## src/rtl/core/rgbhsv_pkg.sv

```systemverilog
// shared types, constants and the divider step for the rgb to hsv pipeline
// no dependencies; imported by every module of the block
package rgbhsv_pkg;

  localparam int QBITS = 8;   // quotient bits of both dividers
  localparam int RBITS = 17;  // dividend / partial remainder width
  localparam int DBITS = 9;   // divisor width

  typedef struct packed {
    logic [RBITS-1:0] rem;
    logic [DBITS-1:0] dvs;
    logic [QBITS-1:0] quo;
  } lane_t;

  typedef struct packed {
    lane_t      hue_l;
    lane_t      sat_l;
    logic [7:0] bright;
  } div_item_t;

  // one restoring step, resolves quotient bit bit_pos
  function automatic lane_t div_step(input lane_t l, input logic [2:0] bit_pos);
    logic [RBITS-1:0] trial;
    lane_t            o;
    trial = RBITS'(l.dvs) << bit_pos;
    o = l;
    if (l.rem >= trial) begin
      o.rem          = l.rem - trial;
      o.quo[bit_pos] = 1'b1;
    end
    return o;
  endfunction

endpackage

```

## src/rtl/core/rgb_to_hsv_byte_scale.sv

```systemverilog
// top level of the rgb to hsv converter: front end, divider pipeline, output register
// depends on rgbhsv_pkg, rgbhsv_front and rgbhsv_divpipe
//
// converts one packed colour (red bits 7:0, green 15:8, blue 23:16) per transaction into
// hue, saturation and brightness on a 0..255 scale. brightness is the largest channel,
// saturation is 255 - floor(255*min/max), hue is floor(42.5*h) from the usual sextant
// formula, computed exactly; gray and black give hue 0, black gives saturation 0.
// the block is a 12-stage pipeline: three front stages (max/min, sextant numerator,
// dividend set-up), eight divider stages that each settle one quotient bit of both the
// hue and saturation dividers, and the output register. one transaction is accepted every
// cycle unless a stall at the output has backed up to the input; every stage holds
// its own valid bit and takes a new transaction whenever it is empty or its successor
// moves, so bubbles are squeezed out and a stalled output only backs up the stages behind
// it. in_ready depends combinationally on out_ready through the stage chain.
module rgb_to_hsv_byte_scale import rgbhsv_pkg::*; (
  input  logic        clk,
  input  logic        rst_n,
  input  logic        in_valid,
  output logic        in_ready,
  input  logic [23:0] in_packed_color,
  output logic        out_valid,
  input  logic        out_ready,
  output logic [7:0]  out_hue,
  output logic [7:0]  out_saturation,
  output logic [7:0]  out_brightness
);

  div_item_t front_item, div_item;
  logic      front_valid, front_ready;
  logic      div_valid, div_ready;

  logic       out_valid_r;
  logic [7:0] hue_r, sat_r, bright_r;
  logic [7:0] hue_nxt, sat_nxt;

  // max/min, numerator and dividends
  rgbhsv_front u_front (
    .clk             (clk),
    .rst_n           (rst_n),
    .in_valid        (in_valid),
    .in_ready        (in_ready),
    .in_packed_color (in_packed_color),
    .item_valid      (front_valid),
    .item_ready      (front_ready),
    .item            (front_item)
  );

  // both quotients, one bit a stage
  rgbhsv_divpipe u_divpipe (
    .clk       (clk),
    .rst_n     (rst_n),
    .in_valid  (front_valid),
    .in_ready  (front_ready),
    .in_item   (front_item),
    .out_valid (div_valid),
    .out_ready (div_ready),
    .out_item  (div_item)
  );

  // output register takes a new transaction when empty or being drained
  assign div_ready = !out_valid_r || out_ready;

  // saturation is the complement of the min over max quotient
  assign hue_nxt = div_item.hue_l.quo;
  assign sat_nxt = 8'hFF - div_item.sat_l.quo;

  always_ff @(posedge clk) begin
    if (!rst_n) begin
      out_valid_r <= 1'b0;
    end else if (div_ready) begin
      out_valid_r <= div_valid;
    end
  end

  always_ff @(posedge clk) begin
    if (div_ready) begin
      hue_r    <= hue_nxt;
      sat_r    <= sat_nxt;
      bright_r <= div_item.bright;
    end
  end

  assign out_valid      = out_valid_r;
  assign out_hue        = hue_r;
  assign out_saturation = sat_r;
  assign out_brightness = bright_r;

  // an empty output stage means every stage behind it can move
  a_ready_empty: assert property (@(posedge clk) disable iff (!rst_n)
    !out_valid_r |-> in_ready)
    else $error("input stalled with empty output stage");

  // black in gives zero hue and zero saturation
  a_black: assert property (@(posedge clk) disable iff (!rst_n)
    (out_valid_r && out_brightness == 8'd0) |-> (out_saturation == 8'd0 && out_hue == 8'd0))
    else $error("black transaction with non-zero hue or saturation");

  // hue never reaches the full-circle code
  a_hue_range: assert property (@(posedge clk) disable iff (!rst_n)
    out_valid_r |-> (out_hue != 8'hFF))
    else $error("hue out of range");

endmodule

```

## src/rtl/core/rgbhsv_front.sv

```systemverilog
// front end: channel unpack, max/min, sextant numerator and the dividend set-up
// three register stages; depends on rgbhsv_pkg
module rgbhsv_front import rgbhsv_pkg::*; (
  input  logic        clk,
  input  logic        rst_n,
  input  logic        in_valid,
  output logic        in_ready,
  input  logic [23:0] in_packed_color,
  output logic        item_valid,
  input  logic        item_ready,
  output div_item_t   item
);

  localparam logic [1:0] SEL_RED   = 2'd0;
  localparam logic [1:0] SEL_GREEN = 2'd1;
  localparam logic [1:0] SEL_BLUE  = 2'd2;
  localparam logic [16:0] MUL_HUE  = 17'd85;
  localparam logic [16:0] MUL_SAT  = 17'd255;

  // stage a
  logic       va_r;
  logic [7:0] ra_r, ga_r, ba_r, mxa_r, mna_r;
  logic [1:0] sela_r;
  logic [7:0] r_in, g_in, b_in, mxa_nxt, mna_nxt;
  logic [1:0] sela_nxt;
  // stage b
  logic        vb_r;
  logic [10:0] numb_r, numb_nxt;
  logic [7:0]  deltab_r, deltab_nxt, mxb_r, mnb_r;
  logic signed [11:0] num_s, dlt_s;
  // stage c
  logic      vc_r;
  div_item_t itemc_r, itemc_nxt;

  logic ready_a, ready_b, ready_c;

  assign ready_c  = !vc_r || item_ready;
  assign ready_b  = !vb_r || ready_c;
  assign ready_a  = !va_r || ready_b;
  assign in_ready = ready_a;

  assign r_in = in_packed_color[7:0];
  assign g_in = in_packed_color[15:8];
  assign b_in = in_packed_color[23:16];

  always_comb begin
    mxa_nxt = (r_in > g_in) ? r_in : g_in;
    if (b_in > mxa_nxt) mxa_nxt = b_in;
    mna_nxt = (r_in < g_in) ? r_in : g_in;
    if (b_in < mna_nxt) mna_nxt = b_in;
    // ties: red over green over blue
    if (r_in == mxa_nxt) begin
      sela_nxt = SEL_RED;
    end else if (g_in == mxa_nxt) begin
      sela_nxt = SEL_GREEN;
    end else begin
      sela_nxt = SEL_BLUE;
    end
  end

  always_comb begin
    deltab_nxt = mxa_r - mna_r;
    dlt_s      = $signed({4'b0, deltab_nxt});
    case (sela_r)
      SEL_RED:   num_s = $signed({4'b0, ga_r}) - $signed({4'b0, ba_r});
      SEL_GREEN: num_s = 12'sd2 * dlt_s + $signed({4'b0, ba_r}) - $signed({4'b0, ra_r});
      default:   num_s = 12'sd4 * dlt_s + $signed({4'b0, ra_r}) - $signed({4'b0, ga_r});
    endcase
    if (num_s < 12'sd0) num_s = num_s + 12'sd6 * dlt_s;
    numb_nxt = 11'(num_s);
  end

  always_comb begin
    itemc_nxt.hue_l.rem = 17'(17'(numb_r) * MUL_HUE);
    itemc_nxt.hue_l.quo = '0;
    // gray or black: 0 over 1 gives hue 0
    if (deltab_r == 8'd0) begin
      itemc_nxt.hue_l.rem = '0;
      itemc_nxt.hue_l.dvs = 9'd1;
    end else begin
      itemc_nxt.hue_l.dvs = {deltab_r, 1'b0};
    end
    // black divides 0 by 0: all-ones quotient, so saturation comes out 0
    itemc_nxt.sat_l.rem = 17'(17'(mnb_r) * MUL_SAT);
    itemc_nxt.sat_l.dvs = {1'b0, mxb_r};
    itemc_nxt.sat_l.quo = '0;
    itemc_nxt.bright    = mxb_r;
  end

  always_ff @(posedge clk) begin
    if (!rst_n) begin
      va_r <= 1'b0;
      vb_r <= 1'b0;
      vc_r <= 1'b0;
    end else begin
      if (ready_a) va_r <= in_valid;
      if (ready_b) vb_r <= va_r;
      if (ready_c) vc_r <= vb_r;
    end
  end

  always_ff @(posedge clk) begin
    if (ready_a) begin
      ra_r   <= r_in;
      ga_r   <= g_in;
      ba_r   <= b_in;
      mxa_r  <= mxa_nxt;
      mna_r  <= mna_nxt;
      sela_r <= sela_nxt;
    end
    if (ready_b) begin
      numb_r   <= numb_nxt;
      deltab_r <= deltab_nxt;
      mxb_r    <= mxa_r;
      mnb_r    <= mna_r;
    end
    if (ready_c) itemc_r <= itemc_nxt;
  end

  assign item_valid = vc_r;
  assign item       = itemc_r;

endmodule

```

## src/rtl/core/rgbhsv_divpipe.sv

```systemverilog
// pipelined restoring dividers for hue and saturation, one quotient bit per stage
// depends on rgbhsv_pkg
module rgbhsv_divpipe import rgbhsv_pkg::*; (
  input  logic      clk,
  input  logic      rst_n,
  input  logic      in_valid,
  output logic      in_ready,
  input  div_item_t in_item,
  output logic      out_valid,
  input  logic      out_ready,
  output div_item_t out_item
);

  logic      v_r   [QBITS];
  logic      rdy   [QBITS];
  div_item_t st_r  [QBITS];
  div_item_t st_nxt[QBITS];

  for (genvar i = 0; i < QBITS; i++) begin : g_stage
    localparam logic [2:0] BIT_POS = 3'(QBITS - 1 - i);
    div_item_t src;
    logic      src_v;

    if (i == 0) begin : g_first
      assign src   = in_item;
      assign src_v = in_valid;
    end else begin : g_next
      assign src   = st_r[i-1];
      assign src_v = v_r[i-1];
    end

    if (i == QBITS - 1) begin : g_last
      assign rdy[i] = !v_r[i] || out_ready;
    end else begin : g_mid
      assign rdy[i] = !v_r[i] || rdy[i+1];
    end

    always_comb begin
      st_nxt[i]        = src;
      st_nxt[i].hue_l  = div_step(src.hue_l, BIT_POS);
      st_nxt[i].sat_l  = div_step(src.sat_l, BIT_POS);
    end

    always_ff @(posedge clk) begin
      if (!rst_n) begin
        v_r[i] <= 1'b0;
      end else if (rdy[i]) begin
        v_r[i] <= src_v;
      end
    end

    always_ff @(posedge clk) begin
      if (rdy[i]) st_r[i] <= st_nxt[i];
    end
  end

  assign in_ready  = rdy[0];
  assign out_valid = v_r[QBITS-1];
  assign out_item  = st_r[QBITS-1];

  // hue divisor is never zero, so the final remainder sits below it
  a_hue_rem: assert property (@(posedge clk) disable iff (!rst_n)
    v_r[QBITS-1] |-> (st_r[QBITS-1].hue_l.rem < RBITS'(st_r[QBITS-1].hue_l.dvs)))
    else $error("hue remainder not below divisor");

endmodule
```

## config.mk

```make
export PLATFORM = sky130hd
export DESIGN_NAME = rgb_to_hsv_byte_scale
export DESIGN_NICKNAME = d
export VERILOG_FILES = /design/src/rtl/core/rgbhsv_pkg.sv /design/src/rtl/core/rgb_to_hsv_byte_scale.sv /design/src/rtl/core/rgbhsv_front.sv /design/src/rtl/core/rgbhsv_divpipe.sv
export SDC_FILE = /design/constraint.sdc
export NUM_CORES = 1
export LEC_CHECK = 0
export ABC_AREA = 1
export BUFFER_PORTS_ARGS = -buffer_cell sky130_fd_sc_hd__buf_2
export CAP_MARGIN = 20
export CORE_UTILIZATION = 52
export DETAILED_ROUTE_END_ITERATION = 8
export PLACE_DENSITY = 0.75
export SYNTH_ARGS = -nofsm -noshare
export SYNTH_HDL_FRONTEND = slang
export SYNTH_HIERARCHICAL = 1
export SYNTH_SLANG_ARGS = --single-unit
export TNS_END_PERCENT = 100
```

## constraint.sdc

```tcl
create_clock -name clk -period 15.1 [get_ports clk]
set_input_delay 0.755 -clock clk [delete_from_list [all_inputs] [get_ports clk]]
set_output_delay 0.755 -clock clk [all_outputs]
set_load 0.05 [all_outputs]
```

==> run_results.csv <==
group,metric,value,unit
timing,setup-tns-final,0,ns
die,start_util,0.528,
cts,cts_tree,"yes",
die,num_rows,103,
final_layout,fill_cells,6626,
route,routedWlPerCell,14.5,um
route,dr.first_iter.drc_count,1391,
route,vias_per_cell,5.09,
route,antenna_left,0,
cts,hold_buffers,0,
cts,h-tree-depth,3,
route,drcViolationCount,0,
setup_path,worstRegToRegCells,15,
setup_path,crit_path_max_fanout,78,
hold_path,hold_class,"input pin to flop",
outcome,outcome,"completed",
setup_path,worstSetupPathType,"flop to output pin",
placed_design,dp_hpwl,62.1,mm
cts,clk_pin_slew,0.06,ns
die,core_area,0.0793,sq mm
timing,fmax,0.136,GHz
timing,max_slew_margin,0.327,
route,vias,28800,
grt,first_global_vias,28600,
setup_path,worstSetupEndpointType,"output pin",
timing,final-hold-violation-count,0,
timing,setup_viol,0,
cts,clock_path_buffers,3,
final_layout,syn2layout_area_growth,9.27,%
die,die_w,286,um
placed_design,gp_congestion,0.910,
timing,slew_viol_final,0,
route,drt-total-wl,82.0,mm
final_layout,drive_above_1_share,0.0664,
timing,worst_pin_slew,1.01,ns
hold_path,hold-path-cell-count,1,
logic_synthesis,syn_inst,4457,
die,die_area,0.0815,sq mm
timing,fin_crit,7.33,ns
setup_path,start_kind,"flop",
grt,grt.overflow.total,0,
route,wl_met2,42.7,mm
timing,fin_crit_sh,0.485,
logic_synthesis,netlist_area,0.0418,sq mm
setup_path,arrival,6.57,ns
grt,grt_usage,0.204,
cts,cts_root_buffer,"clkbuf_16",
cts,cts_resized,0,
cts,numCtsBuffers,76,
route,first_pass_iters,5,
grt,grt_max_degree,79,
cts,cts_setup_buffers,0,
grt,grt_pass1_wl,136,mm
die,die_h,286,um
grt,antenna_found_initial,0,
timing,clock_skew,0.0442,ns
logic_synthesis,ys_warn_count,6,
logic_synthesis,syn_avg_cell_area,9.38,sq um
final_layout,nNetsFinal,4948,
final_layout,top_register,"u_divpipe/st_r",
setup_path,cp.required,14.35,ns
cts,cts_sinks,719,
route,m1WireLength,33.7,mm
placed_design,io_buffers,53,
final_layout,diodes,0,
route,highest-signal-layer,"met4",
route,wl_met3,3.11,mm
die,ios,54,
timing,rsz0062_at_grt,"false",
run,cap_violations,0,
final_layout,largest_reg_flops,556,
cts,clock_latency,0.65,ns
## path summary, 6_finish.rpt
| path | slack [ns] | to | start |
|---|---|---|---|
| worst min register to register | 0.39 | u_divpipe/st_r[0][195] | u_divpipe/st_r[0][119] |
| worst min-delay path | 0.39 | u_front/ga_r[6] | in_packed_color[14] |
| worst max register to register | 8.88 | u_front/numb_r[9] | out_valid |
| worst max-delay path | 7.77 | in_ready | out_valid |
## worst max-delay path, stage by stage, from the launching register on
cell and delay [ns]:
dfxtp_1 0.34, nand2_2 0.35, nor2_2 0.38, nand2_4 0.57, nor2_2 0.56, nand3_4 0.41, buf_16 0.34, nor2_2 0.25
nand2_4 0.55, inv_1 0.34, nand2_4 0.54, inv_1 0.24, nand2_2 0.07, nor2_1 0.19, nand2_2 0.06, buf_4 0.29
buf_2 0.29
## cell type report
cell class / instances / area, sq um / area share
Clock inverter: 53 / 681 / 0.0149
Sequential cell: 719 / 21500 / 0.471
Tap cell: 1050 / 1310 / 0.0288
Multi-Input combinational cell: 2870 / 16800 / 0.368
Inverter: 819 / 3080 / 0.0673
Clock buffer: 85 / 1940 / 0.0424
Timing Repair Buffer: 61 / 343 / 0.00750
## metal layers
layer  global-route usage  vias to the layer above
met3               0.0278                      171
met1                0.235                    13400
met2                0.383                      643
met5                    0                        -
li1                     -                    14600
met4               0.0734                        0
## through the flow
stage	util	cells	cell area [sq um]	hold WS, ns	setup WS [ns]
6_report	0.576	5657	45700	0.393	7.77
5_1_grt	0.576	5657	45700	0.368	7.07
2_1_floorplan	-	4474	41900	0.400	3.66
4_1_cts	0.576	5655	45700	0.355	7.14
3_5_place_dp	0.543	5517	43000	0.405	7.36
3_3_place_gp	0.543	5517	43000	0.401	7.54
## layout by cell type, fill, tap and decap left out, drive strengths merged, types with 12 or more instances in the layout
cell,count
xor2,86
clkbuf,85
ha,297
xnor2,31
nor2,331
or2,23
clkinv,37
inv,822
edfxtp,714
buf,61
o21bai,12
a21oi,185
o21ai,96
nand3,282
fa,76
conb,18
nand3b,15
nor3,30
nand4,49
nand2,1295
Power is left out: the tool's default activity adds up to more than one toggle a clock period on the data nets, which glitch-free logic cannot reach.
